### config.mk
export PLATFORM = sky130hd
export DESIGN_NAME = flash_command_controller_flat
export DESIGN_NICKNAME = d
export VERILOG_FILES = /design/src/fcc_pkg.sv /design/src/fcc_req_if.sv /design/src/fcc_rsp_if.sv /design/src/fcc_ram.sv /design/src/fcc_addr.sv /design/src/fcc_ctrl.sv /design/src/flash_command_controller.sv /design/src/flat_wrapper.sv
export SDC_FILE = /design/constraint.sdc
export NUM_CORES = 1
export LEC_CHECK = 0
export BUFFER_PORTS_ARGS = -buffer_cell sky130_fd_sc_hd__buf_2
export CORE_MARGIN = 5
export CORE_UTILIZATION = 55
export DETAILED_ROUTE_END_ITERATION = 7
export PLACE_DENSITY_LB_ADDON = 0.05
export SYNTH_ARGS = -nofsm -noshare
export SYNTH_HDL_FRONTEND = slang
export SYNTH_SLANG_ARGS = --single-unit
export TNS_END_PERCENT = 100
### constraint.sdc
create_clock -name clock -period 5.53 [get_ports clock]
set_input_delay 1.106 -clock clock [delete_from_list [all_inputs] [get_ports clock]]
set_output_delay 1.106 -clock clock [all_outputs]
set_load 0.05 [all_outputs]
### src/fcc_pkg.sv
// ----------------------------------------------------------------------------
// Flash command controller package
// Field widths, operation and command codes, state types and shared helpers.
// ----------------------------------------------------------------------------
package fcc_pkg;

   localparam int OP_W            = 2;
   localparam int KEY_W           = 8;
   localparam int CMD_W           = 4;
   localparam int ARG_W           = 16;
   localparam int DATA_W          = 32;
   localparam int REGIONS_W       = 8;
   localparam int LOCK_WORD_COUNT = 4;
   localparam int LOCK_ADDR_W     = 2;
   localparam int BIT_IDX_W       = 5;

   localparam logic [REGIONS_W-1:0] REGIONS_RESET = 8'd128;
   localparam logic [KEY_W-1:0]     WRITE_KEY     = 8'h5A;

   localparam logic [OP_W-1:0] OP_STATUS  = 2'd0;
   localparam logic [OP_W-1:0] OP_RESULT  = 2'd1;
   localparam logic [OP_W-1:0] OP_COMMAND = 2'd2;

   localparam logic [CMD_W-1:0] CMD_WRITE_PAGE       = 4'h1;
   localparam logic [CMD_W-1:0] CMD_WRITE_LOCK       = 4'h2;
   localparam logic [CMD_W-1:0] CMD_ERASE_WRITE      = 4'h3;
   localparam logic [CMD_W-1:0] CMD_ERASE_WRITE_LOCK = 4'h4;
   localparam logic [CMD_W-1:0] CMD_ERASE_ALL        = 4'h5;
   localparam logic [CMD_W-1:0] CMD_ERASE_PAGES      = 4'h7;
   localparam logic [CMD_W-1:0] CMD_SET_LOCK         = 4'h8;
   localparam logic [CMD_W-1:0] CMD_CLEAR_LOCK       = 4'h9;
   localparam logic [CMD_W-1:0] CMD_GET_LOCK         = 4'hA;
   localparam logic [CMD_W-1:0] CMD_SET_GP           = 4'hB;
   localparam logic [CMD_W-1:0] CMD_CLEAR_GP         = 4'hC;
   localparam logic [CMD_W-1:0] CMD_GET_GP           = 4'hD;

   localparam logic [1:0] ERR_NONE = 2'b00;
   localparam logic [1:0] ERR_CMD  = 2'b01;
   localparam logic [1:0] ERR_LOCK = 2'b10;

   localparam logic [1:0] KIND_NONE = 2'd0;
   localparam logic [1:0] KIND_LOCK = 2'd1;
   localparam logic [1:0] KIND_GP   = 2'd2;

   typedef enum logic [2:0] {
      ST_IDLE,
      ST_ADDR,
      ST_SCAN,
      ST_EXEC,
      ST_DONE
   } fcc_state_type;

   typedef struct packed {
      logic                   in_range;
      logic [LOCK_ADDR_W-1:0] word;
      logic [BIT_IDX_W-1:0]   bit_idx;
      logic [REGIONS_W-1:0]   active;
   } fcc_loc_type;

   typedef struct packed {
      logic                   we;
      logic [LOCK_ADDR_W-1:0] waddr;
      logic [DATA_W-1:0]      wdata;
      logic                   re;
      logic [LOCK_ADDR_W-1:0] raddr;
   } fcc_ram_ctl_type;

   function automatic logic [DATA_W-1:0] fcc_status(input logic [1:0] err);
      fcc_status = {{(DATA_W-3){1'b0}}, err, 1'b1};
   endfunction

endpackage

### src/fcc_req_if.sv
// ----------------------------------------------------------------------------
// Request channel
// Valid/ready channel that carries one bus access to the controller.
// ----------------------------------------------------------------------------
interface fcc_req_if;
   logic                       valid;
   logic                       ready;
   logic [fcc_pkg::OP_W-1:0]   operation;
   logic [fcc_pkg::KEY_W-1:0]  key;
   logic [fcc_pkg::CMD_W-1:0]  command;
   logic [fcc_pkg::ARG_W-1:0]  argument;

   modport source (output valid, operation, key, command, argument, input ready);
   modport sink   (input valid, operation, key, command, argument, output ready);
endinterface

### src/fcc_rsp_if.sv
// ----------------------------------------------------------------------------
// Response channel
// Valid/ready channel that returns the read data of one bus access.
// ----------------------------------------------------------------------------
interface fcc_rsp_if;
   logic                       valid;
   logic                       ready;
   logic [fcc_pkg::DATA_W-1:0] read_data;
   logic                       accepted;

   modport source (output valid, read_data, accepted, input ready);
   modport sink   (input valid, read_data, accepted, output ready);
endinterface

### src/fcc_ram.sv
// ----------------------------------------------------------------------------
// Generic RAM
// Single write port, single read port, read data registered.
// ----------------------------------------------------------------------------
module fcc_ram #(
   parameter int WIDTH = 32,
   parameter int DEPTH = 4
) (
   input  logic                                   clock,
   input  logic                                   we,
   input  logic [(DEPTH > 1 ? $clog2(DEPTH) : 1)-1:0] waddr,
   input  logic [WIDTH-1:0]                       wdata,
   input  logic                                   re,
   input  logic [(DEPTH > 1 ? $clog2(DEPTH) : 1)-1:0] raddr,
   output logic [WIDTH-1:0]                       rdata
);

   logic [WIDTH-1:0] mem_ff [DEPTH];
   logic [WIDTH-1:0] rdata_ff;

   always_ff @(posedge clock) begin
      if (we) begin
         mem_ff[waddr] <= wdata;
      end
      if (re) begin
         rdata_ff <= mem_ff[raddr];
      end
   end

   assign rdata = rdata_ff;

endmodule

### src/fcc_addr.sv
// ----------------------------------------------------------------------------
// Region locator
// Turns a page number into a lock region by a registered reciprocal multiply
// and checks it against the number of regions in effect.
// ----------------------------------------------------------------------------
module fcc_addr #(
   parameter int LOCK_REGIONS     = 128,
   parameter int PAGES_PER_REGION = 32
) (
   input  logic                             clock,
   input  logic                             load,
   input  logic [fcc_pkg::ARG_W-1:0]        argument,
   input  logic [fcc_pkg::REGIONS_W-1:0]    regions,
   output fcc_pkg::fcc_loc_type             loc
);
   import fcc_pkg::*;

   localparam int PAGE_SHIFT = $clog2(PAGES_PER_REGION);
   localparam int SH         = ARG_W + PAGE_SHIFT;
   localparam int RECIP_W    = ARG_W + 1;
   localparam int PROD_W     = ARG_W + RECIP_W;
   localparam int REGION_W   = PROD_W - SH;
   localparam logic [RECIP_W-1:0] RECIP = RECIP_W'((2 ** SH) / PAGES_PER_REGION + 1);

   logic [PROD_W-1:0]    prod_ff;
   logic [PROD_W-1:0]    prod_in;
   logic [REGION_W-1:0]  region;
   logic [REGIONS_W-1:0] active;

   assign prod_in = PROD_W'(argument) * PROD_W'(RECIP);

   always_ff @(posedge clock) begin
      if (load) begin
         prod_ff <= prod_in;
      end
   end

   assign region = prod_ff[PROD_W-1:SH];
   assign active = (regions < REGIONS_W'(LOCK_REGIONS)) ? regions : REGIONS_W'(LOCK_REGIONS);

   assign loc.in_range = region < REGION_W'(active);
   assign loc.word     = region[BIT_IDX_W+LOCK_ADDR_W-1:BIT_IDX_W];
   assign loc.bit_idx  = region[BIT_IDX_W-1:0];
   assign loc.active   = active;

endmodule

### src/fcc_ctrl.sv
// ----------------------------------------------------------------------------
// Command sequencer
// Reads the lock word memory, executes one access, writes the word back when a
// command sets or clears a lock bit, and holds the response in an output register.
// ----------------------------------------------------------------------------
module fcc_ctrl #(
   parameter int GP_BIT_COUNT = 9
) (
   input  logic                                 clock,
   input  logic                                 reset,
   fcc_req_if.sink                              req,
   fcc_rsp_if.source                            rsp,
   input  fcc_pkg::fcc_loc_type                 loc,
   output fcc_pkg::fcc_ram_ctl_type             ram_ctl,
   input  logic [fcc_pkg::DATA_W-1:0]           ram_rdata
);
   import fcc_pkg::*;

   localparam int GP_IDX_W = (GP_BIT_COUNT > 1) ? $clog2(GP_BIT_COUNT) : 1;

   fcc_state_type state_ff, state_in;

   logic [OP_W-1:0]            op_ff;
   logic [KEY_W-1:0]           key_ff;
   logic [CMD_W-1:0]           cmd_ff;
   logic [ARG_W-1:0]           arg_ff;
   logic [1:0]                 err_ff, err_in;
   logic [GP_BIT_COUNT-1:0]    gp_ff, gp_in;
   logic [1:0]                 kind_ff, kind_in;
   logic [LOCK_ADDR_W-1:0]     idx_ff, idx_in;
   logic [LOCK_WORD_COUNT-1:0] valid_ff;
   logic                       rd_valid_ff, rd_valid_in;
   logic [LOCK_ADDR_W-1:0]     scan_ff, scan_in;
   logic                       acc_ff, acc_in;
   logic [DATA_W-1:0]          res_data_ff, res_data_in;
   logic                       res_ok_ff, res_ok_in;
   logic                       rsp_valid_ff, rsp_valid_in;
   logic [DATA_W-1:0]          rsp_data_ff;
   logic                       rsp_ok_ff;

   logic                       accept;
   logic                       rsp_load;
   logic                       scan_cmd;
   logic [DATA_W-1:0]          word_rd;
   logic [DATA_W-1:0]          scan_mask;
   logic [DATA_W-1:0]          bit_mask;
   logic                       wr_en;
   logic [DATA_W-1:0]          wr_data;
   logic [GP_IDX_W-1:0]        gp_idx;
   logic [GP_BIT_COUNT-1:0]    gp_mask;

   assign accept   = req.valid && req.ready;
   assign scan_cmd = (op_ff == OP_COMMAND) && (key_ff == WRITE_KEY) && (cmd_ff == CMD_ERASE_ALL);
   assign word_rd  = rd_valid_ff ? ram_rdata : '0;
   assign bit_mask = DATA_W'(1) << loc.bit_idx;
   assign gp_idx   = arg_ff[GP_IDX_W-1:0];
   assign gp_mask  = GP_BIT_COUNT'(1) << gp_idx;

   always_comb begin
      for (int b = 0; b < DATA_W; b++) begin
         scan_mask[b] = REGIONS_W'({scan_ff, BIT_IDX_W'(b)}) < loc.active;
      end
   end

   // Next state.
   always_comb begin
      state_in = state_ff;
      case (state_ff)
         ST_IDLE: begin
            if (accept) begin
               state_in = ST_ADDR;
            end
         end
         ST_ADDR: begin
            state_in = scan_cmd ? ST_SCAN : ST_EXEC;
         end
         ST_SCAN: begin
            if (scan_ff == LOCK_ADDR_W'(LOCK_WORD_COUNT - 1)) begin
               state_in = ST_EXEC;
            end
         end
         ST_EXEC: begin
            state_in = ST_DONE;
         end
         ST_DONE: begin
            if (!rsp_valid_ff || rsp.ready) begin
               state_in = ST_IDLE;
            end
         end
         default: begin
            state_in = ST_IDLE;
         end
      endcase
   end

   // State outputs.
   always_comb begin
      req.ready     = 1'b0;
      ram_ctl.re    = 1'b0;
      ram_ctl.raddr = loc.word;
      ram_ctl.we    = 1'b0;
      ram_ctl.waddr = loc.word;
      ram_ctl.wdata = wr_data;
      rsp_load      = 1'b0;
      scan_in       = scan_ff;
      acc_in        = acc_ff;
      case (state_ff)
         ST_IDLE: begin
            req.ready = 1'b1;
         end
         ST_ADDR: begin
            ram_ctl.re = 1'b1;
            scan_in    = '0;
            acc_in     = 1'b0;
            if (op_ff == OP_RESULT) begin
               ram_ctl.raddr = idx_ff;
            end else if (scan_cmd) begin
               ram_ctl.raddr = '0;
            end
         end
         ST_SCAN: begin
            ram_ctl.re    = 1'b1;
            ram_ctl.raddr = scan_ff + 1'b1;
            scan_in       = scan_ff + 1'b1;
            acc_in        = acc_ff | (|(word_rd & scan_mask));
         end
         ST_EXEC: begin
            ram_ctl.we = wr_en;
         end
         ST_DONE: begin
            rsp_load = !rsp_valid_ff || rsp.ready;
         end
         default: begin
         end
      endcase
   end

   assign rd_valid_in = valid_ff[ram_ctl.raddr];

   // Execution of one access on the word read from memory.
   always_comb begin
      logic [1:0] err_new;
      err_new     = ERR_NONE;
      err_in      = err_ff;
      gp_in       = gp_ff;
      kind_in     = kind_ff;
      idx_in      = idx_ff;
      res_data_in = '0;
      res_ok_in   = 1'b0;
      wr_en       = 1'b0;
      wr_data     = word_rd;
      case (op_ff)
         OP_STATUS: begin
            res_data_in = fcc_status(err_ff);
         end
         OP_RESULT: begin
            case (kind_ff)
               KIND_LOCK: begin
                  res_data_in = word_rd;
                  idx_in      = idx_ff + 1'b1;
               end
               KIND_GP: begin
                  res_data_in = DATA_W'(gp_ff);
               end
               default: begin
               end
            endcase
         end
         OP_COMMAND: begin
            kind_in = KIND_NONE;
            idx_in  = '0;
            if (key_ff != WRITE_KEY) begin
               err_new = ERR_CMD;
            end else begin
               case (cmd_ff)
                  CMD_WRITE_PAGE, CMD_WRITE_LOCK, CMD_ERASE_WRITE,
                  CMD_ERASE_WRITE_LOCK, CMD_ERASE_PAGES: begin
                     if (!loc.in_range) begin
                        err_new = ERR_CMD;
                     end else if (|(word_rd & bit_mask)) begin
                        err_new = ERR_LOCK;
                     end else if (cmd_ff inside {CMD_WRITE_LOCK, CMD_ERASE_WRITE_LOCK}) begin
                        wr_en   = 1'b1;
                        wr_data = word_rd | bit_mask;
                     end
                  end
                  CMD_ERASE_ALL: begin
                     if (acc_ff) begin
                        err_new = ERR_LOCK;
                     end
                  end
                  CMD_SET_LOCK, CMD_CLEAR_LOCK: begin
                     if (!loc.in_range) begin
                        err_new = ERR_CMD;
                     end else begin
                        wr_en   = 1'b1;
                        wr_data = (cmd_ff == CMD_SET_LOCK) ? (word_rd | bit_mask)
                                                           : (word_rd & ~bit_mask);
                     end
                  end
                  CMD_GET_LOCK: begin
                     kind_in = KIND_LOCK;
                  end
                  CMD_SET_GP, CMD_CLEAR_GP: begin
                     if (arg_ff >= ARG_W'(GP_BIT_COUNT)) begin
                        err_new = ERR_CMD;
                     end else if (cmd_ff == CMD_SET_GP) begin
                        gp_in = gp_ff | gp_mask;
                     end else begin
                        gp_in = gp_ff & ~gp_mask;
                     end
                  end
                  CMD_GET_GP: begin
                     kind_in = KIND_GP;
                  end
                  default: begin
                     err_new = ERR_CMD;
                  end
               endcase
            end
            err_in      = err_new;
            res_ok_in   = (err_new == ERR_NONE);
            res_data_in = fcc_status(err_new);
         end
         default: begin
         end
      endcase
   end

   always_comb begin
      rsp_valid_in = rsp_valid_ff;
      if (rsp_load) begin
         rsp_valid_in = 1'b1;
      end else if (rsp.ready) begin
         rsp_valid_in = 1'b0;
      end
   end

   always_ff @(posedge clock) begin
      if (reset) begin
         state_ff     <= ST_IDLE;
         err_ff       <= ERR_NONE;
         gp_ff        <= '0;
         kind_ff      <= KIND_NONE;
         idx_ff       <= '0;
         valid_ff     <= '0;
         rsp_valid_ff <= 1'b0;
      end else begin
         state_ff     <= state_in;
         rsp_valid_ff <= rsp_valid_in;
         if (state_ff == ST_EXEC) begin
            err_ff  <= err_in;
            gp_ff   <= gp_in;
            kind_ff <= kind_in;
            idx_ff  <= idx_in;
         end
         if (ram_ctl.we) begin
            valid_ff[ram_ctl.waddr] <= 1'b1;
         end
      end
   end

   always_ff @(posedge clock) begin
      if (accept) begin
         op_ff  <= req.operation;
         key_ff <= req.key;
         cmd_ff <= req.command;
         arg_ff <= req.argument;
      end
      rd_valid_ff <= rd_valid_in;
      scan_ff     <= scan_in;
      acc_ff      <= acc_in;
      if (state_ff == ST_EXEC) begin
         res_data_ff <= res_data_in;
         res_ok_ff   <= res_ok_in;
      end
      if (rsp_load) begin
         rsp_data_ff <= res_data_ff;
         rsp_ok_ff   <= res_ok_ff;
      end
   end

   assign rsp.valid     = rsp_valid_ff;
   assign rsp.read_data = rsp_data_ff;
   assign rsp.accepted  = rsp_ok_ff;

endmodule

### src/flash_command_controller.sv
// ----------------------------------------------------------------------------
// Flash command controller
// Register level command interface of an embedded flash controller: command
// key check, region lock bits held in a small memory, general purpose bits,
// error flags and result reads.
// ----------------------------------------------------------------------------
// A transfer passes through the address, execute and done states; erase all
// adds a scan state. No new transfer is taken until the sequencer is idle again,
// after the read, modify and write of the lock word memory.
// Erase all reads the four lock words one per cycle.
// Reset is synchronous; lock words, gp bits and errors read as zero after it.
module flash_command_controller #(
   parameter int LOCK_REGIONS     = 128,
   parameter int GP_BIT_COUNT     = 9,
   parameter int PAGES_PER_REGION = 32
) (
   input  logic                             clock,
   input  logic                             reset,
   fcc_req_if.sink                          req_chan,
   fcc_rsp_if.source                        rsp_chan,
   input  logic                             csr_write_enable,
   input  logic [fcc_pkg::REGIONS_W-1:0]    csr_write_data
);
   import fcc_pkg::*;

   logic [REGIONS_W-1:0] csr_regions_ff;
   fcc_loc_type          loc;
   fcc_ram_ctl_type      ram_ctl;
   logic [DATA_W-1:0]    ram_rdata;

   always_ff @(posedge clock) begin
      if (reset) begin
         csr_regions_ff <= REGIONS_RESET;
      end else if (csr_write_enable) begin
         csr_regions_ff <= csr_write_data;
      end
   end

   fcc_addr #(
      .LOCK_REGIONS     (LOCK_REGIONS),
      .PAGES_PER_REGION (PAGES_PER_REGION)
   ) u_addr (
      .clock    (clock),
      .load     (req_chan.valid && req_chan.ready),
      .argument (req_chan.argument),
      .regions  (csr_regions_ff),
      .loc      (loc)
   );

   fcc_ram #(
      .WIDTH (DATA_W),
      .DEPTH (LOCK_WORD_COUNT)
   ) u_lock_ram (
      .clock (clock),
      .we    (ram_ctl.we),
      .waddr (ram_ctl.waddr),
      .wdata (ram_ctl.wdata),
      .re    (ram_ctl.re),
      .raddr (ram_ctl.raddr),
      .rdata (ram_rdata)
   );

   fcc_ctrl #(
      .GP_BIT_COUNT (GP_BIT_COUNT)
   ) u_ctrl (
      .clock     (clock),
      .reset     (reset),
      .req       (req_chan),
      .rsp       (rsp_chan),
      .loc       (loc),
      .ram_ctl   (ram_ctl),
      .ram_rdata (ram_rdata)
   );

endmodule

### src/flat_wrapper.sv
// flat-port wrapper written by rule: the top's interface ports become plain ports
module flash_command_controller_flat import fcc_pkg::*;
#(
   parameter int LOCK_REGIONS     = 128,
   parameter int GP_BIT_COUNT     = 9,
   parameter int PAGES_PER_REGION = 32
)
  (clock, reset, csr_write_enable, csr_write_data, req_chan_valid, req_chan_operation, req_chan_key, req_chan_command, req_chan_argument, req_chan_ready, rsp_chan_valid, rsp_chan_read_data, rsp_chan_accepted, rsp_chan_ready);
  fcc_req_if req_chan_i ();
  fcc_rsp_if rsp_chan_i ();
  input  logic clock;
  input  logic reset;
  input  logic csr_write_enable;
  input  logic [fcc_pkg::REGIONS_W-1:0] csr_write_data;
  input wire logic [$bits(req_chan_i.valid)-1:0] req_chan_valid;
  input wire logic [$bits(req_chan_i.operation)-1:0] req_chan_operation;
  input wire logic [$bits(req_chan_i.key)-1:0] req_chan_key;
  input wire logic [$bits(req_chan_i.command)-1:0] req_chan_command;
  input wire logic [$bits(req_chan_i.argument)-1:0] req_chan_argument;
  output wire logic [$bits(req_chan_i.ready)-1:0] req_chan_ready;
  output wire logic [$bits(rsp_chan_i.valid)-1:0] rsp_chan_valid;
  output wire logic [$bits(rsp_chan_i.read_data)-1:0] rsp_chan_read_data;
  output wire logic [$bits(rsp_chan_i.accepted)-1:0] rsp_chan_accepted;
  input wire logic [$bits(rsp_chan_i.ready)-1:0] rsp_chan_ready;
  assign req_chan_i.valid = req_chan_valid;
  assign req_chan_i.operation = req_chan_operation;
  assign req_chan_i.key = req_chan_key;
  assign req_chan_i.command = req_chan_command;
  assign req_chan_i.argument = req_chan_argument;
  assign req_chan_ready = req_chan_i.ready;
  assign rsp_chan_valid = rsp_chan_i.valid;
  assign rsp_chan_read_data = rsp_chan_i.read_data;
  assign rsp_chan_accepted = rsp_chan_i.accepted;
  assign rsp_chan_i.ready = rsp_chan_ready;
  flash_command_controller #(.LOCK_REGIONS(LOCK_REGIONS), .GP_BIT_COUNT(GP_BIT_COUNT), .PAGES_PER_REGION(PAGES_PER_REGION)) u_core (.clock(clock), .reset(reset), .req_chan(req_chan_i), .rsp_chan(rsp_chan_i), .csr_write_enable(csr_write_enable), .csr_write_data(csr_write_data));
endmodule
==> results.yml, run 1 <==
timing:
  finalHoldViolations: 0
  setup_viol: 0
  hold_slack_ns: 0.4166
  tightestPinTransition_ns: 1.081
  setup_tns_ns: 0
  post-route-period-util_pct: 68.91
  skew_ns: 0.02108
  maxSlewHeadroom_pct: 27.81
  period_minus_slack_ns: 3.811
  drv_slew: 0
  rsz0062_at_grt: "no"
  clock.fmax_mhz: 262.4
setup_path:
  crit_path_start_kind: "register"
  r2r_slack_ns: 1.72
  required_ns: 5.79
  cp-end-kind: "register"
  crit_fanout: 28
  worstSetupPathType: "reg -> reg"
  arrival_ns: 4.07
yosys:
  yosysMostFrequentCell: "edfxtp_1"
  ys_types: 84
  ys_ff_latch: 291
  synth-edff-count: 259
  synth_fp_nets: 1033
  synth.avg_cell_area_sq_um: 13.48
  yosys-top-cells-count: "259 x edfxtp_1, 121 x mux2i_1, 61 x nand2_1, 56 x nor2_1, 39 x o21ai_0"
  async_reset_ff_share_pct: 0
  ys.flop_type: "edfxtp_1"
  yosys_warnings: 0
  synth_top_area_share_pct: 59.07
  syn_area_sq_mm: 0.01317
  syn_inst: 977
  synth-seq-area-share_pct: 63.94
  synth_top_area_cell: "edfxtp_1"
  synth_area_leaders: "edfxtp_1 59%, mux2i_1 9.2%, dfxtp_1 4.9%, nand2_1 1.7%, nor2_1 1.6%"
drt:
  first_pass_iters: 5
  avgViaCountPerCell: 6.225
  drcViolationCount: 0
  wire_per_inst_um: 22.96
  num_vias: 8621
  first_iter_violations: 768
  routed_wl_mm: 31.79
  ant_nets: 0
placement:
  io_buffers: 77
  dpl.hpwl_mm: 21.09
  gp_congestion: 0.9631
power:
  ir_drop_mv: 0.2744
  internal_power_mw: 3.957
  sequentialPowerShare_pct: 50.9
  power_frac_clock_pct: 39.3
  power_frac_comb_pct: 9.7
  p_sw_mw: 1.309
  sw_frac_of_total_pct: 24.86
  powerDensity_mw_per_mm2: 354.9
  p_leak_nw: 5.131
cts:
  clkLatencyLatePin_ns: 0.57
  ctsResizeCount: 0
  cts.clk_slew.worst_paths_ns: 0.06
  postCtsHoldBufs: 0
  clock_sinks: 291
  cts_tree: "built"
  clk_path_buf_depth: 3
  htree_levels: 1
  cts_buffers: 30
  post-cts-setup-buffer-count: 0
  clockRootBuffer: "clkbuf_16"
grt:
  antenna_found_initial: 0
  grt_pass1_vias: 7929
  grt_start_max_net_pins: 38
  grt_usage_pct: 23.38
  grt_first_pass_wirelength_mm: 47.75
  grt_overflow: 0
cells_and_area:
  syn2layout_area_growth_pct: 12.72
  multi_input_area_sq_mm: 0.004404
  fill_cells: 1835
  final_layout_size_suffix_gt1_share_pct: 15.85
  layout.nets: 1099
  antenna_cells: 0
  seq_area_sq_mm: 0.008418
hold_path:
  hold_path_class: "reg -> reg"
floorplan:
  die_x_um: 164.7
  coreArea_sq_mm: 0.02354
  start_util_pct: 55.93
  die_area_sq_mm: 0.02713
  ios: 78
  rows: 56
  die_y_um: 164.7
flow_run:
  maxCapViolCount: 0
status:
  status: "finished clean"
## power by group through the flow
stage / sequential, mW / combinational, mW / clock, mW
2_1_floorplan: 2.61 / 0.422 / 0
4_1_cts: 2.67 / 0.516 / 2.11
3_3_place_gp: 2.72 / 0.508 / 0
5_1_grt: 2.68 / 0.559 / 2.21
3_5_place_dp: 2.72 / 0.514 / 0
6_report: 2.68 / 0.513 / 2.07
## cells in the final DEF (no fill, tap or decap), types with 13 or more instances in the layout
cell / netlist / layout
edfxtp_1: 259 / 259
mux2i_1: 121 / 121
buf_2: 16 / 77
nand2_1: 61 / 61
nor2_1: 56 / 53
o21ai_0: 39 / 39
dfxtp_1: 32 / 32
a21oi_1: 31 / 31
clkbuf_16: 0 / 30
o31ai_1: 27 / 27
and2_1: 24 / 24
nand3_1: 21 / 21
o211ai_1: 21 / 21
nor3_1: 20 / 20
inv_1: 17 / 17
ha_1: 13 / 13
## worst paths after layout
kind | to | cells past startpoint | startpoint
hold / removal | u_core.u_ctrl.rsp.read_data[24]$_DFFE_PP_ | 0 | u_core.u_ctrl.res_data_ff[24]$_SDFFCE_PN0P_
setup reg to reg | u_core.u_lock_ram.mem_ff[3][2]$_DFFE_PP_ | 7 | u_core.u_ctrl.arg_ff[5]$_DFFE_PP_
setup / recovery | u_core.u_lock_ram.mem_ff[3][2]$_DFFE_PP_ | 7 | u_core.u_ctrl.arg_ff[5]$_DFFE_PP_
hold reg to reg | u_core.u_ctrl.rsp.read_data[24]$_DFFE_PP_ | 0 | u_core.u_ctrl.res_data_ff[24]$_SDFFCE_PN0P_
## routing by layer
metal | wire [um] | global-route usage, % | vias to the layer above
met1 | 13720 | 34.23 | 4185
met5 | 0 | 0 | -
met3 | 2712 | 4.193 | 73
li1 | - | - | 3947
met4 | 947 | 6.881 | 0
met2 | 14410 | 36.13 | 416
## kinds of logic after synthesis
family	Yosys count	share of synthesized area, %
flip-flops	291	63.94
AO/OA/AOI/OAI	203	10.88
XOR/XNOR	1	0.06653
adder cells (fa/ha/maj)	13	1.235
AND/OR/NAND/NOR	271	11.48
buffers and inverters	75	3.032
multiplexers	123	9.370
## worst max-delay path, stage by stage (launching register included)
cell and delay, ns:
edfxtp_1 0.89, nor3b_1 0.25, o2bb2ai_1 0.19, a2111oi_0 0.48, and3b_1 0.39, a21oi_2 0.24
nor4_2 0.73, buf_12 0.29
## sequential cells by signal (all words and copies together) (netlist names), 3 cells and up, named ones only
signal,count
u_core.u_ctrl.rsp.read_data,32
u_core.u_ctrl.arg_ff,15
u_core.u_lock_ram.mem_ff,128
u_core.csr_regions_ff,8
u_core.u_ctrl.cmd_ff,4
u_core.u_ctrl.res_data_ff,32
u_core.u_ctrl.key_ff,8
u_core.u_ctrl.valid_ff,4
u_core.u_ctrl.state_ff,3
u_core.u_lock_ram.rdata,32
## stage by stage
step,total power [mW],cells,area (sq um),setup slack [ns],utilization (%)
after detailed placement,3.233,1330,13820,1.729,58.69
final,5.267,1385,14840,1.719,63.04
after global placement,3.227,1330,13820,1.834,58.69
after global routing,5.453,1385,14840,1.434,63.04
after CTS,5.297,1385,14840,1.745,63.04
after floorplan,3.027,977,13170,0.1142,-
## area by class of cell
class / instances / share of cell area [%]
Clock buffer: 40 / 5.446
Clock inverter: 15 / 1.450
Inverter: 18 / 0.4553
Multi-Input combinational cell: 611 / 29.68
Sequential cell: 291 / 56.72
Tap cell: 319 / 2.689
Timing Repair Buffer: 91 / 3.558
Note: power is estimated with default switching activity, not from simulation.
==> run 2: changes to the inputs <==
--- a/config.mk
+++ b/config.mk
@@ -5,6 +5,7 @@
 export SDC_FILE = /design/constraint.sdc
 export NUM_CORES = 1
 export LEC_CHECK = 0
+export ABC_AREA = 1
 export BUFFER_PORTS_ARGS = -buffer_cell sky130_fd_sc_hd__buf_2
 export CORE_MARGIN = 5
 export CORE_UTILIZATION = 55
==> constraint.sdc (replaced) <==
create_clock -name clock -period 3.3 [get_ports clock]
set_input_delay 0.66 -clock clock [delete_from_list [all_inputs] [get_ports clock]]
set_output_delay 0.66 -clock clock [all_outputs]
set_load 0.05 [all_outputs]
==> run 2 against run 1 <==
Sequential share of layout area shrank 5.7 points. Maximum frequency grew 26%. Combinational power grew to 4.4 times the previous value. Worst setup slack lost 1.5 ns. Utilization is essentially flat. Clock skew grew 0.030 ns. Count of clock-buffer cells in the layout shrank 4. Worst hold slack lost 0.17 ns. Critical path type unchanged. Synthesized cell count grew 67%. Global-route usage grew 2.3 points. Sequential power grew 69%. Via count grew 36%.
==> results.yml, run 2 <==
status:
  status: "finished clean"
floorplan:
  die_y_um: 173.0
  start_util_pct: 55.88
  die_x_um: 173.0
  rows: 59
  ios: 78
  die_area_sq_mm: 0.02991
  coreArea_sq_mm: 0.02613
drt:
  drcViolationCount: 0
  avgViaCountPerCell: 5.627
  ant_nets: 0
  first_pass_iters: 5
  num_vias: 11692
  wire_per_inst_um: 18.84
  first_iter_violations: 1461
  routed_wl_mm: 39.14
cells_and_area:
  final_cells: 2078
  fill_cells: 2201
  largest_register_ff_count: 128
  design_area_sq_mm: 0.01648
  layout.nets: 1776
  seq_area_sq_mm: 0.008418
  final_layout_size_suffix_gt1_share_pct: 11.24
  antenna_cells: 0
  layout_commonest_cell: "nand2_1"
  multi_input_area_sq_mm: 0.005119
  final_cell_mix: "451 x nand2_1, 259 x edfxtp_1, 214 x nand3_1"
  top_register: "u_core.u_lock_ram.mem_ff"
  syn2layout_area_growth_pct: 12.87
  final_util_pct: 63.08
setup_path:
  cpLargestDelayFamily: "compound AO/OA/AOI/OAI gates"
  crit_path_start_kind: "register"
  worstSetupPathType: "reg -> reg"
  cp_num_cells: 13
  cp_slowest_stage_delay_ns: 0.32
  path_cells: "inv_1 -> nand2_1 -> ha_1 -> a21oi_1 -> o21ai_0 -> nor2_1 -> a21boi_4 -> buf_12 -> nand2_1 -> nand3_1 -> nand2_1 -> nand2_1 -> o21ai_0"
  cp-end-kind: "register"
  crit_fanout: 59
  required_ns: 3.51
  crit_top_cell: "nand2_1"
  cpMaxStageDelayCell: "ha_1"
  crit_buf_inv: 2
  reg2reg_depth: 13
  arrival_ns: 3.24
yosys:
  synth.avg_cell_area_sq_um: 8.938
  syn_area_sq_mm: 0.01460
  ys_ff_latch: 291
  ys_types: 37
  yosysMostFrequentCell: "nand2_1"
  synth_top_area_cell: "edfxtp_1"
  yosys-top-cells-count: "451 x nand2_1, 259 x edfxtp_1, 214 x nand3_1, 181 x inv_1, 128 x nor2_1"
  synth_area_leaders: "edfxtp_1 53%, nand2_1 12%, nand3_1 7.3%, inv_1 4.7%, dfxtp_1 4.4%"
  synth_fp_nets: 1690
  syn_inst: 1634
  async_reset_ff_share_pct: 0
  yosys_warnings: 0
  ys.flop_type: "edfxtp_1"
  synth-seq-area-share_pct: 57.64
  synth-edff-count: 259
  synth_top_area_share_pct: 53.26
timing:
  clock.fmax_mhz: 329.7
  tightestPinTransition_ns: 0.8654
  rsz0062_at_grt: "no"
  drv_slew: 0
  maxSlewHeadroom_pct: 41.69
  finalHoldViolations: 0
  setup_viol: 0
  period_minus_slack_ns: 3.034
  setup_tns_ns: 0
  post-route-period-util_pct: 91.92
  skew_ns: 0.05137
placement:
  post-place-cells: 2023
  dpl.hpwl_mm: 27.34
  gp_congestion: 0.9695
  io_buffers: 77
  post_dp_cell_area_sq_mm: 0.01554
grt:
  grt_usage_pct: 25.68
  grt_first_pass_wirelength_mm: 61.51
  grt_start_max_net_pins: 67
  grt_overflow: 0
  grt_pass1_vias: 10999
  antenna_found_initial: 1
power:
  p_leak_nw: 6.947
  ir_drop_mv: 0.4225
  powerDensity_mw_per_mm2: 606.0
  finalPower_mw: 9.989
cts:
  clock_sinks: 291
  cts_tree: "built"
  clkLatencyLatePin_ns: 0.59
  clockRootBuffer: "clkbuf_16"
  cts.clk_slew.worst_paths_ns: 0.06
  clk_path_buf_depth: 3
  htree_levels: 1
  cts_buffers: 30
hold_path:
  hold_path_class: "in -> reg"
  min_path_cells: 1
flow_run:
  maxCapViolCount: 0
## run 2: cell count changes after synthesis, sizes merged, moves of 17 or more
cell,delta
nand2,+396
nand3,+194
inv,+173
mux2i,-121
nor2,+77
nand3b,+60
o21ai,+51
o31ai,-27
and2,-25
o211ai,-17
## run 2: cell type report
type	count	area share (%)
Sequential cell	291	51.07
Multi-Input combinational cell	1081	31.05
Timing Repair Buffer	124	5.238
Clock buffer	36	4.691
Inverter	192	4.387
Tap cell	335	2.543
Clock inverter	19	1.017
## run 2: final timing paths
| kind | to | slack [ns] | startpoint |
|---|---|---|---|
| worst max-delay path | u_core.u_lock_ram.mem_ff[3][18]$_DFFE_PP_ | 0.27 | u_core.csr_regions_ff[7]$_SDFFE_PP1P_ |
| worst min-delay path | u_core.u_ctrl.cmd_ff[0]$_DFFE_PP_ | 0.24 | req_chan_command[0] |
| worst max register to register | u_core.u_lock_ram.mem_ff[3][18]$_DFFE_PP_ | 0.27 | u_core.csr_regions_ff[7]$_SDFFE_PP1P_ |
| worst min register to register | u_core.u_ctrl.rsp.read_data[28]$_DFFE_PP_ | 0.42 | u_core.u_ctrl.res_data_ff[28]$_SDFFCE_PN0P_ |
## run 2: routing by layer
layer,track usage [%],vias up,wire (um)
met1,37.99,5472,17250
met5,0,-,16
met4,7.383,2,1115
met3,4.258,79,3470
met2,39.54,478,17290
li1,-,5661,-
## run 2: stage by stage
step	setup slack [ns]	hold slack (ns)
3_3_place_gp	0.2692	0.4011
4_1_cts	0.2638	0.2265
6_report	0.2665	0.2449
2_1_floorplan	0.05841	0.4003
3_5_place_dp	0.2321	0.4045
5_1_grt	0.0002984	0.2255
## run 2: kinds of logic after synthesis
| group | after synthesis | synth area share (%) |
|---|---|---|
| buffers and inverters | 262 | 7.531 |
| adder cells (fa/ha/maj) | 13 | 1.114 |
| AND/OR/NAND/NOR | 896 | 27.29 |
| flip-flops | 291 | 57.64 |
| AO/OA/AOI/OAI | 172 | 6.426 |
## run 2: worst reg2reg max path: cells and delay by family (launching register included)
kind,cells,cell delay (ns)
buffers and inverters,2,0.50
adders and majority gates,1,0.32
and+or+nand+nor,6,0.78
AOI/OAI and AO/OA,4,0.79
DFF,1,0.29
## run 2: where the power goes
group | internal [mW] | leakage, nW | switching, mW | total (mW)
Sequential | 4.39 | 2.68 | 0.149 | 4.54
Combinational | 0.593 | 3.81 | 1.64 | 2.24
Clock | 1.83 | 0.457 | 1.38 | 3.21
## run 2: timing repair
item / in CTS / in global routing
setup buffers: 0 / 0
setup endpoints to repair: 0 / 2
gates resized for setup: 0 / 1
hold buffers: 0 / 0
==> run 3: changes to the inputs <==
--- a/config.mk
+++ b/config.mk
@@ -9,7 +9,9 @@
 export BUFFER_PORTS_ARGS = -buffer_cell sky130_fd_sc_hd__buf_2
 export CORE_MARGIN = 5
 export CORE_UTILIZATION = 55
+export CTS_BUF_LIST = sky130_fd_sc_hd__clkbuf_4 sky130_fd_sc_hd__clkbuf_8
 export DETAILED_ROUTE_END_ITERATION = 7
+export MAX_ROUTING_LAYER = met4
 export PLACE_DENSITY_LB_ADDON = 0.05
 export SYNTH_ARGS = -nofsm -noshare
 export SYNTH_HDL_FRONTEND = slang
==> run 3 against run 2 <==
First-iteration DRC count decreased by 11%. Worst setup slack gained 0.010 ns. Combinational power is essentially flat. Worst hold slack gained 0.019 ns. Global-route usage increased by 0.69 points. Sequential power about the same. Wire length is essentially flat.
==> results.yml, run 3 (synthesized netlist as in run 2, its figures left out) <==
setup_path:
  crit_fanout: 59
  path_cells: "inv_1 -> nand2_1 -> ha_1 -> a21oi_1 -> o21ai_0 -> nor2_1 -> a21boi_4 -> buf_12 -> nand2_1 -> nand3_1 -> nand3_1 -> o21ai_0 -> inv_1"
  crit_buf_inv: 3
  arrival_ns: 3.29
  crit_path_start_kind: "register"
  cp_slowest_stage_delay_ns: 0.32
  worstSetupPathType: "reg -> reg"
  required_ns: 3.56
  cpLargestDelayFamily: "compound AO/OA/AOI/OAI gates"
  cpMaxStageDelayCell: "ha_1"
  cp-end-kind: "register"
timing:
  hold_slack_ns: 0.2641
  maxSlewHeadroom_pct: 46.36
  setup_tns_ns: 0
  clock.fmax_mhz: 330.7
  post-route-period-util_pct: 91.62
  fin_ws_ns: 0.2764
  rsz0062_at_grt: "no"
  setup_viol: 0
  drv_slew: 0
  finalHoldViolations: 0
  tightestPinTransition_ns: 0.7963
  skew_ns: 0.04057
  period_minus_slack_ns: 3.024
cells_and_area:
  syn2layout_area_growth_pct: 12.23
  final_cells: 2099
  final_util_pct: 62.72
  top_register: "u_core.u_lock_ram.mem_ff"
  layout.nets: 1792
  fill_cells: 2240
  multi_input_area_sq_mm: 0.005119
  final_cell_mix: "451 x nand2_1, 259 x edfxtp_1, 214 x nand3_1"
  largest_register_ff_count: 128
  final_layout_size_suffix_gt1_share_pct: 12.42
  design_area_sq_mm: 0.01639
  layout_commonest_cell: "nand2_1"
  seq_area_sq_mm: 0.008418
floorplan:
  die_area_sq_mm: 0.02991
  die_y_um: 173.0
  coreArea_sq_mm: 0.02613
  rows: 59
  die_x_um: 173.0
  ios: 78
  start_util_pct: 55.88
grt:
  grt_pass1_vias: 10762
  grt_start_max_net_pins: 67
  grt_first_pass_wirelength_mm: 60.93
  antenna_found_initial: 1
  grt_usage_pct: 26.37
  grt_overflow: 0
cts:
  clkLatencyLatePin_ns: 0.57
  clockRootBuffer: "clkbuf_8"
  cts.clk_slew.worst_paths_ns: 0.06
  cts_tree: "built"
  postCtsHoldBufs: 0
  clk_path_buf_depth: 3
  clock_sinks: 291
  htree_levels: 2
  cts_buffers: 46
drt:
  wire_per_inst_um: 18.65
  first_pass_iters: 6
  avgViaCountPerCell: 5.607
  ant_nets: 0
  routed_wl_mm: 39.14
  first_iter_violations: 1300
  drcViolationCount: 0
  num_vias: 11769
placement:
  dpl.hpwl_mm: 27.11
  post_dp_cell_area_sq_mm: 0.01550
  place_ws_ns: 0.2324
  io_buffers: 77
  gp_congestion: 0.9793
  post-place-cells: 2023
power:
  ir_drop_mv: 0.4165
  powerDensity_mw_per_mm2: 595.1
  finalPower_mw: 9.753
  p_leak_nw: 6.940
hold_path:
  hold_path_class: "in -> reg"
flow_run:
  maxCapViolCount: 0
status:
  status: "finished clean"
## run 3: power breakdown
part	total, mW	internal (mW)	switching, mW	leakage (nW)
sequential	4.55	4.40	0.150	2.68
clock	2.98	1.64	1.34	0.464
combinational	2.23	0.588	1.64	3.80
total	9.75	6.62	3.13	6.94
## run 3: final cells by class
type,instances,share of cell area [%]
multi-input cells,1081,31.23
inverters,192,4.413
diodes,1,0.01527
clock inverters,15,0.8016
well taps,335,2.557
clock buffers,60,4.580
repair buffers,124,5.039
flip-flops and latches,291,51.36
## run 3: routing by layer
layer,global-route usage (%),up-vias,part of all wire [%]
met3,3.996,66,9.3
met5,-,-,0
li1,-,5693,-
met4,6.119,0,2.1
met2,39.80,526,44
met1,38.20,5484,44
## run 3: final timing paths
path / startpoint / end / slack, ns / cells past startpoint
max: u_core.csr_regions_ff[7]$_SDFFE_PP1P_ / u_core.u_lock_ram.mem_ff[3][24]$_DFFE_PP_ / 0.28 / 13
min: req_chan_command[0] / u_core.u_ctrl.cmd_ff[0]$_DFFE_PP_ / 0.26 / 1
max reg2reg: u_core.csr_regions_ff[7]$_SDFFE_PP1P_ / u_core.u_lock_ram.mem_ff[3][24]$_DFFE_PP_ / 0.28 / 13
min reg2reg: u_core.u_ctrl.res_data_ff[29]$_SDFFCE_PN0P_ / u_core.u_ctrl.rsp.read_data[29]$_DFFE_PP_ / 0.41 / 0
## run 3: what timing repair did
| item | CTS | global route |
|---|---|---|
| resized for setup | 0 | 1 |
| buffers inserted | 0 | 0 |
| endpoints found under the setup margin | 0 | 128 |
